===== src/hdl/ptd_pkg.sv =====
// ----------------------------------------------------------------------------
// ptd_pkg
// shared types for the trial division primality tester
// ----------------------------------------------------------------------------
package ptd_pkg;

    typedef enum logic [2:0] {
        ST_IDLE,
        ST_CHECK,
        ST_DIV,
        ST_WAIT,
        ST_DONE
    } t_state;

    typedef struct packed {
        logic start;
    } t_div_ctl;

    typedef struct packed {
        logic busy;
        logic done;
    } t_div_stat;

    localparam int unsigned FIRST_ODD_DIVISOR = 3;
    localparam int unsigned DIVISOR_STEP      = 2;

endpackage


===== src/hdl/ptd_div.sv =====
// ----------------------------------------------------------------------------
// ptd_div
// restoring remainder unit, one quotient bit per cycle
// ----------------------------------------------------------------------------
module ptd_div #(
    parameter int W = 17
) (
    input  logic                i_clk,
    input  logic                i_rst_n,
    input  ptd_pkg::t_div_ctl   i_ctl,
    input  logic [W-1:0]        i_dividend,
    input  logic [W-1:0]        i_divisor,
    output ptd_pkg::t_div_stat  o_stat,
    output logic [W-1:0]        o_remainder
);
    import ptd_pkg::*;

    localparam int CW = $clog2(W + 1);

    logic [W-1:0]  r_rem;
    logic [W-1:0]  r_quo;
    logic [W-1:0]  r_dsr;
    logic [CW-1:0] r_cnt;
    logic          r_busy;
    logic          r_done;

    logic [W:0]    shifted;
    logic [W:0]    diff;
    logic [W-1:0]  n_rem;

    always_comb begin
        shifted = {r_rem, r_quo[W-1]};
        diff    = shifted - {1'b0, r_dsr};
        if (diff[W]) begin
            n_rem = shifted[W-1:0];
        end else begin
            n_rem = diff[W-1:0];
        end
    end

    always_ff @(posedge i_clk) begin
        if (!i_rst_n) begin
            r_busy <= 1'b0;
            r_done <= 1'b0;
            r_cnt  <= '0;
        end else begin
            r_done <= 1'b0;
            if (i_ctl.start) begin
                r_busy <= 1'b1;
                r_cnt  <= CW'(W);
            end else if (r_busy) begin
                r_cnt <= r_cnt - 1'b1;
                if (r_cnt == CW'(1)) begin
                    r_busy <= 1'b0;
                    r_done <= 1'b1;
                end
            end
        end
    end

    always_ff @(posedge i_clk) begin
        if (i_ctl.start) begin
            r_rem <= '0;
            r_quo <= i_dividend;
            r_dsr <= i_divisor;
        end else if (r_busy) begin
            r_rem <= n_rem;
            r_quo <= {r_quo[W-2:0], 1'b0};
        end
    end

    assign o_stat.busy = r_busy;
    assign o_stat.done = r_done;
    assign o_remainder = r_rem;

endmodule


===== src/hdl/primality_trial_division.sv =====
// ----------------------------------------------------------------------------
// primality_trial_division
// tests one unsigned number for primality by trial division with odd divisors
// decision: numbers up to 3 or even are decided without a division, else each
//   odd divisor up to sqrt(number) is tried in turn, up to sqrt(number) / 2 divisors
// throughput: one request at a time, the shared remainder unit sets the rate
// reset: synchronous active low, clears the sequencer and the remainder unit
// ----------------------------------------------------------------------------
module primality_trial_division #(
    parameter int NUMBER_BITS = 17
) (
    input  logic                   i_clk,
    input  logic                   i_rst_n,
    input  logic                   i_valid,
    output logic                   o_ready,
    input  logic [NUMBER_BITS-1:0] i_number,
    output logic                   o_valid,
    input  logic                   i_ready,
    output logic                   o_is_prime
);
    import ptd_pkg::*;

    localparam int W = NUMBER_BITS;

    t_state        r_state;
    t_state        n_state;
    logic [W-1:0]  r_num;
    logic [W-1:0]  r_dsr;
    logic [W:0]    r_sq;
    logic          r_prime;

    t_div_ctl      div_ctl;
    t_div_stat     div_stat;
    logic [W-1:0]  div_rem;

    logic          accept;
    logic          sq_over;

    assign accept  = i_valid && o_ready;
    assign sq_over = r_sq > {1'b0, r_num};

    ptd_div #(
        .W (W)
    ) u_div (
        .i_clk       (i_clk),
        .i_rst_n     (i_rst_n),
        .i_ctl       (div_ctl),
        .i_dividend  (r_num),
        .i_divisor   (r_dsr),
        .o_stat      (div_stat),
        .o_remainder (div_rem)
    );

    // next state
    always_comb begin
        n_state = r_state;
        case (r_state)
            ST_IDLE: begin
                if (accept) begin
                    if (i_number < W'(2) || !i_number[0] || i_number == W'(3)) begin
                        n_state = ST_DONE;
                    end else begin
                        n_state = ST_CHECK;
                    end
                end
            end
            ST_CHECK: begin
                if (sq_over) begin
                    n_state = ST_DONE;
                end else begin
                    n_state = ST_DIV;
                end
            end
            ST_DIV: begin
                n_state = ST_WAIT;
            end
            ST_WAIT: begin
                if (div_stat.done) begin
                    if (div_rem == '0) begin
                        n_state = ST_DONE;
                    end else begin
                        n_state = ST_CHECK;
                    end
                end
            end
            ST_DONE: begin
                if (i_ready) begin
                    n_state = ST_IDLE;
                end
            end
            default: begin
                n_state = ST_IDLE;
            end
        endcase
    end

    // outputs
    always_comb begin
        o_ready       = 1'b0;
        o_valid       = 1'b0;
        div_ctl.start = 1'b0;
        case (r_state)
            ST_IDLE:  o_ready       = 1'b1;
            ST_DIV:   div_ctl.start = 1'b1;
            ST_DONE:  o_valid       = 1'b1;
            default:  ;
        endcase
    end

    assign o_is_prime = r_prime;

    always_ff @(posedge i_clk) begin
        if (!i_rst_n) begin
            r_state <= ST_IDLE;
        end else begin
            r_state <= n_state;
        end
    end

    // datapath
    always_ff @(posedge i_clk) begin
        case (r_state)
            ST_IDLE: begin
                if (accept) begin
                    r_num   <= i_number;
                    r_dsr   <= W'(FIRST_ODD_DIVISOR);
                    r_sq    <= (W + 1)'(FIRST_ODD_DIVISOR * FIRST_ODD_DIVISOR);
                    if (i_number < W'(2)) begin
                        r_prime <= 1'b0;
                    end else if (!i_number[0]) begin
                        r_prime <= (i_number == W'(2));
                    end else begin
                        r_prime <= 1'b1;
                    end
                end
            end
            ST_WAIT: begin
                if (div_stat.done) begin
                    if (div_rem == '0) begin
                        r_prime <= 1'b0;
                    end else begin
                        r_dsr <= r_dsr + W'(DIVISOR_STEP);
                        r_sq  <= r_sq + (W + 1)'({r_dsr, 2'b00}) + (W + 1)'(4);
                    end
                end
            end
            default: ;
        endcase
    end

endmodule


===== config.mk =====
export PLATFORM = sky130hd
export DESIGN_NAME = primality_trial_division
export DESIGN_NICKNAME = d
export VERILOG_FILES = /design/src/hdl/ptd_pkg.sv /design/src/hdl/ptd_div.sv /design/src/hdl/primality_trial_division.sv
export SDC_FILE = /design/constraint.sdc
export NUM_CORES = 1
export LEC_CHECK = 0
export BUFFER_PORTS_ARGS = -buffer_cell sky130_fd_sc_hd__buf_2
export CAP_MARGIN = 15
export CELL_PAD_IN_SITES_DETAIL_PLACEMENT = 1
export CELL_PAD_IN_SITES_GLOBAL_PLACEMENT = 2
export CORE_MARGIN = 2
export CORE_UTILIZATION = 44
export DETAILED_ROUTE_END_ITERATION = 6
export MAX_ROUTING_LAYER = met4
export PLACE_DENSITY_LB_ADDON = 0.3
export SYNTH_ARGS = -nofsm -noshare
export SYNTH_HDL_FRONTEND = slang
export SYNTH_SLANG_ARGS = --single-unit

===== constraint.sdc =====
create_clock -name i_clk -period 4.75 [get_ports i_clk]
set_input_delay 0.95 -clock i_clk [delete_from_list [all_inputs] [get_ports i_clk]]
set_output_delay 0.95 -clock i_clk [all_outputs]
set_load 0.03 [all_outputs]

==> results of run 1 <==
-- through the flow --
stage	util [%]	power (W)	instances	hold WS, ns	setup slack [ns]
2_1_floorplan	-	0.00208	640	0.448	1.05
3_3_place_gp	46.9	0.00230	834	0.471	1.61
3_5_place_dp	46.9	0.00233	834	0.473	1.47
4_1_cts	49.0	0.00311	850	0.492	1.70
5_1_grt	49.0	0.00330	850	0.516	1.41
6_report	49.0	0.00308	850	0.486	1.73
-- power by group through the flow --
stage	clock, W	sequential, W	combinational [W]
2_1_floorplan	0	0.00124	0.000845
3_3_place_gp	0	0.00128	0.00101
3_5_place_dp	0	0.00129	0.00104
5_1_grt	0.000815	0.00129	0.00120
4_1_cts	0.000781	0.00127	0.00106
6_report	0.000759	0.00127	0.00105
-- synth_stat cells, drive strengths merged (9+ instances only) --
cell	count
inv	46
xnor2	19
mux2i	11
a21o	18
ha	60
a21oi	45
edfxtp	82
nand3	13
xor2	22
nor4	12
o21ai	52
nor2	51
a211oi	11
nand2	59
dfxtp	27
nor3	9
clkbuf	11
-- per-layer routing --
metal,wire [um],vias up
met5,0,-
met4,214,0
met3,328,18
met2,7430,45
met1,7030,2305
li1,-,2370
-- cell type report --
type,count,area [um^2]
fillers,1607,7390
multi-input cells,468,3240
flip-flops and latches,109,3000
clock buffers,11,253
well taps,184,230
inverters,46,173
repair buffers,27,145
clock inverters,5,46.3
-- sequential cells by signal (all words and copies together), names as in the netlist, 3 cells and up --
register,flops
r_num,17
u_div.r_dsr,16
u_div.r_quo,17
r_dsr,16
u_div.r_cnt,5
u_div.o_remainder,17
r_state,3
r_sq,15
-- kinds of logic after synthesis --
group / synth area share, %
and+or+nand+nor: 14.2
AOI/OAI and AO/OA: 16.2
DFF: 46.2
buffers and inverters: 3.95
adders and majority gates: 12.2
xor gates and xnor gates: 5.53
muxes: 1.69
-- worst paths after layout --
kind | end | slack [ns] | cells after the start
max | r_sq[13] | 1.73 | 9
min | u_div.r_dsr[16] | 0.49 | 0
max reg2reg | r_sq[13] | 1.73 | 9
min reg2reg | u_div.r_dsr[16] | 0.49 | 0
==> reports/qor.yml, run 1 <==
outcome:
  outcome: "finished clean"
worst_setup_path:
  crit_buf_inv: 0
  crit_path_end_kind: "flip-flop"
  worstPathArrival_ns: 3.12
  setup.worst_path.start: "r_dsr[1]"
  cp_data_required_time_ns: 4.85
  cp_max_fo: 5
  cpMostUsedCell: "a21oi_1"
  critPathKind: "flip-flop to flip-flop"
  r2r_start: "r_dsr[1]"
  crit_chain: "ha_1, fa_1, a211oi_1, o21bai_1, a21oi_1, o21ai_0, a21oi_1, xor2_1, nor2_1"
  cp-start-kind: "flip-flop"
  cp_slowest_stage_delay_ns: 0.49
  cp_top_family: "compound AO/OA/AOI/OAI gates"
  slowest_stage: "fa_1"
timing:
  clock-skew-final_ns: 0.0127
  setup_viol: 0
  max-slew-margin-rel_pct: 37.7
  rsz0062_at_grt: "false"
  worstMarginPinSlew_ns: 0.932
  min_period_ns: 3.02
  setup_tns_ns: 0
  timing.final.hold_violations: 0
  drv_slew: 0
  period_share_pct: 63.5
  max_clock_freq_ghz: 0.332
yosys:
  synth_area_mm2: 0.00650
  yosys_warnings: 0
  yosys.area.top_type: "edfxtp_1"
  syn_inst: 640
  synthTopCellsByArea: "edfxtp_1 (38%), ha_1 (12%), dfxtp_1 (8.3%)"
  synth-async-reset-ratio_pct: 0
  syn_nets: 723
  yosysTopAreaCellShare_pct: 37.9
  avgSynthCellArea_um2: 10.2
  ys.flop_type: "edfxtp_1"
  yosysSeqAreaShare_pct: 46.2
  synth-edff-count: 82
  ys_types: 58
  ys_ff_latch: 109
drt:
  ant_nets: 0
  via_per_inst: 5.57
  num_vias: 4738
  wl_per_cell_um: 17.7
  drtIter0Drc: 216
  wirelength_mm: 15.0
  drt_first_pass_iters: 6
  drc: 0
grt:
  antenna_found_initial: 0
  met1_usage_pct: 26.6
  grt_pass1_wl_mm: 25.5
  met3_usage_pct: 4.07
  grt_pass1_vias: 4919
  grt_max_degree: 44
  grt.met2_usage_pct: 34.2
  top_usage_layer: "met2"
  grt-ovfl-total: 0
  grt_usage_pct: 20.9
cts:
  cts.hold.buffers_added: 0
  cts_buffers: 9
  cts_setup_buffers: 0
  clk_latency_ns: 0.36
  cts_buffer_depth: 2
  clk_pin_slew_ns: 0.08
  htree_levels: 3
  cts_tree: "yes"
  cts_resized: 0
  clock_sinks: 109
  root_buffer: "clkbuf_16"
pwr:
  p_leak_nw: 2.94
  pwr-share-seq_pct: 41.2
  cellPowerDensity_mw_per_mm2: 434
  switchingPower_w: 0.00110
  power.share.clock_pct: 24.7
  p_int_w: 0.00198
  pwr-share-comb_pct: 34.1
  switching_share_pct: 35.8
  vdd_ir_drop_max_v: 0.000240
cells_and_area:
  drive_gt1_share_pct: 8.56
  syn_to_final_growth_pct: 9.13
  final_common_cell: "edfxtp_1"
  n_antenna_cell: 0
  design_area_mm2: 0.00709
  final_cell_mix: "edfxtp_1 (82), ha_1 (60), nand2_1 (59)"
  nets: 744
floorplanning:
  io_pins: 24
  core_area_mm2: 0.0145
  start_util_pct: 44.9
  fp.dieW_um: 126
  dieArea_mm2: 0.0158
  std_cell_rows: 44
  die_h_um: 126
place:
  dpl.hpwl_mm: 11.5
  place.gp.congestion: 0.821
  dpl-instance-area_mm2: 0.00679
  io_buffers: 23
min_path:
  holdCritPathClass: "flip-flop to flip-flop"
  hp-start: "r_dsr[16]"
run:
  drv_cap: 0
No activity file was read; power rests on OpenSTA's default activity.
==> run 2, diff against run 1 <==
- CORE_UTILIZATION: 44 -> 37
- clock period: 4.75 -> 2.5 ns (I/O delays scaled with it)
==> reports/qor.yml, run 2 (synthesis gave the netlist of run 1 again) <==
worst_setup_path:
  cp_data_required_time_ns: 2.61  # -2.24 ns
  critPathKind: "flip-flop to flip-flop"
  crit_chain: "ha_4, fa_2, a211oi_2, o21bai_1, a21oi_2, o21ai_0, a21oi_1, xor2_1, nor2_1"
  cp-start-kind: "flip-flop"
  slowest_stage: "edfxtp_1"
  cp_max_fo: 4  # -1
  cp_slowest_stage_delay_ns: 0.44  # -0.05 ns
  crit_path_end_kind: "flip-flop"
  worstPathArrival_ns: 2.59  # -0.53 ns
timing:
  period_share_pct: 98.9  # +35 points
  rsz0062_at_grt: "true"
  clock-skew-final_ns: 0.0156  # +0.00288 ns
  worstMarginPinSlew_ns: 0.944  # +0.0117 ns
  timing.final.hold_violations: 0  # unchanged
  setup_tns_ns: 0  # unchanged
  drv_slew: 0  # unchanged
  setup_viol: 0  # unchanged
  max_clock_freq_ghz: 0.404  # +22%
  max-slew-margin-rel_pct: 36.9  # -0.79 points
  min_period_ns: 2.47  # -0.542 ns
drt:
  drc: 0  # unchanged
  wirelength_mm: 16.1  # +7.1%
  num_vias: 4870  # +2.8%
  wl_per_cell_um: 17.5  # -0.94%
  drtIter0Drc: 255  # +18%
  drt_first_pass_iters: 4  # -2
  via_per_inst: 5.30  # -4.9%
  ant_nets: 0  # unchanged
run:
  drv_cap: 0  # unchanged
grt:
  grt_max_degree: 44  # unchanged
  antenna_found_initial: 0  # unchanged
  grt-ovfl-total: 0  # unchanged
  grt_pass1_wl_mm: 26.4  # +3.9%
  grt_pass1_vias: 5143  # +4.6%
  grt_usage_pct: 18.8  # -2.0 points
cts:
  clk_pin_slew_ns: 0.09  # about the same
  htree_levels: 3  # unchanged
  clk_latency_ns: 0.37  # about the same
  cts_buffers: 9  # unchanged
  root_buffer: "clkbuf_16"
  cts_buffer_depth: 2  # unchanged
  cts_tree: "yes"
  clock_sinks: 109  # unchanged
  cts.hold.buffers_added: 0  # unchanged
pwr:
  p_leak_nw: 3.10  # +5.3%
  vdd_ir_drop_max_v: 0.000480  # +100%
  cellPowerDensity_mw_per_mm2: 812  # +87%
cells_and_area:
  multi_input_area_mm2: 0.00336  # +3.6%
  final_common_cell: "edfxtp_1"
  drive_gt1_share_pct: 14.4  # +5.9 points
  final-seq-area_mm2: 0.00300  # unchanged
  fillers: 1922  # +20%
  fin_cells: 919  # +8.1%
  n_antenna_cell: 0  # unchanged
  syn_to_final_growth_pct: 15.3
  nets: 772  # +3.8%
  final_cell_mix: "edfxtp_1 (82), nand2_1 (58), ha_1 (55)"
floorplanning:
  io_pins: 24  # unchanged
  fp.dieW_um: 137  # +8.8%
  die_h_um: 137  # +8.8%
  std_cell_rows: 48  # +9.1%
  core_area_mm2: 0.0172  # +19%
  start_util_pct: 37.7  # -7.2 points
  dieArea_mm2: 0.0186  # +18%
outcome:
  outcome: "finished clean"
place:
  io_buffers: 23  # unchanged
  place.gp.congestion: 0.857  # +4.4%
  dpl.hpwl_mm: 11.9  # +3.7%
  dp_cells: 901  # +8.0%
min_path:
  holdCritPathClass: "input pin to flip-flop"
run 2: changes by cell type in the layout (fill, tap and decap cells not counted), sizes merged:
cell    previous run  this run
buf               27        55
clkbuf            11         9
clkinv             0         5
inv               51        48
run 2: final cells by class:
cell class | instances | share of cell area, %
multi-input cells | 468 | 44.8
flip-flops and latches | 109 | 40.1
repair buffers | 55 | 4.91
well taps | 225 | 3.76
clock buffers | 9 | 3.00
inverters | 46 | 2.30
clock inverters | 7 | 1.19
run 2: critical path, delay by kind of cell, from the launching register on:
kind                     cells  cell delay [ns]
AO/OA/AOI/OAI                5             0.89
adder cells (fa/ha/maj)      2             0.69
flip-flops                   1             0.44
XOR/XNOR                     1             0.15
AND/OR/NAND/NOR              1             0.05
run 2: final timing paths:
path	start	cells after the start	slack, ns	end
worst max-delay path	r_dsr[1]	9	0.03	r_sq[11]
worst min-delay path	i_number[10]	1	0.31	r_num[10]
worst max register to register	r_dsr[1]	9	0.03	r_sq[11]
worst min register to register	r_dsr[16]	0	0.49	u_div.r_dsr[16]
run 2: power by group:
part	switching, W	leakage (nW)	internal, W
Combinational	0.00124	1.95	0.000940
Sequential	0.000226	0.995	0.00218
Clock	0.000785	0.152	0.000722
run 2: stage by stage:
step	hold WS, ns	worst slack (ns)	utilization (%)	total power (W)	instance area, um^2
3_3_place_gp	0.465	-0.0739	41.1	0.00450	7080
6_report	0.313	0.0270	43.5	0.00609	7500
2_1_floorplan	0.448	0.00221	-	0.00397	6530
3_5_place_dp	0.477	-0.0763	41.1	0.00456	7080
5_1_grt	0.300	-0.101	43.5	0.00649	7500
4_1_cts	0.298	0.0149	43.2	0.00613	7440
run 2: per-layer routing:
layer | up-vias | share of wire (%) | GRT usage [%]
li1 | 2440 | - | -
met4 | 0 | 2.0 | 6.25
met1 | 2370 | 46 | 22.3
met5 | - | 0 | -
met2 | 42 | 51 | 32.8
met3 | 18 | 1.5 | 2.74
run 2: repair_timing:
item / CTS / global route
setup buffers: 0 / 2
resized for setup: 5 / 13
cloned: 0 / 0
setup endpoints to repair: 4 / 20
pin swaps: 1 / 12
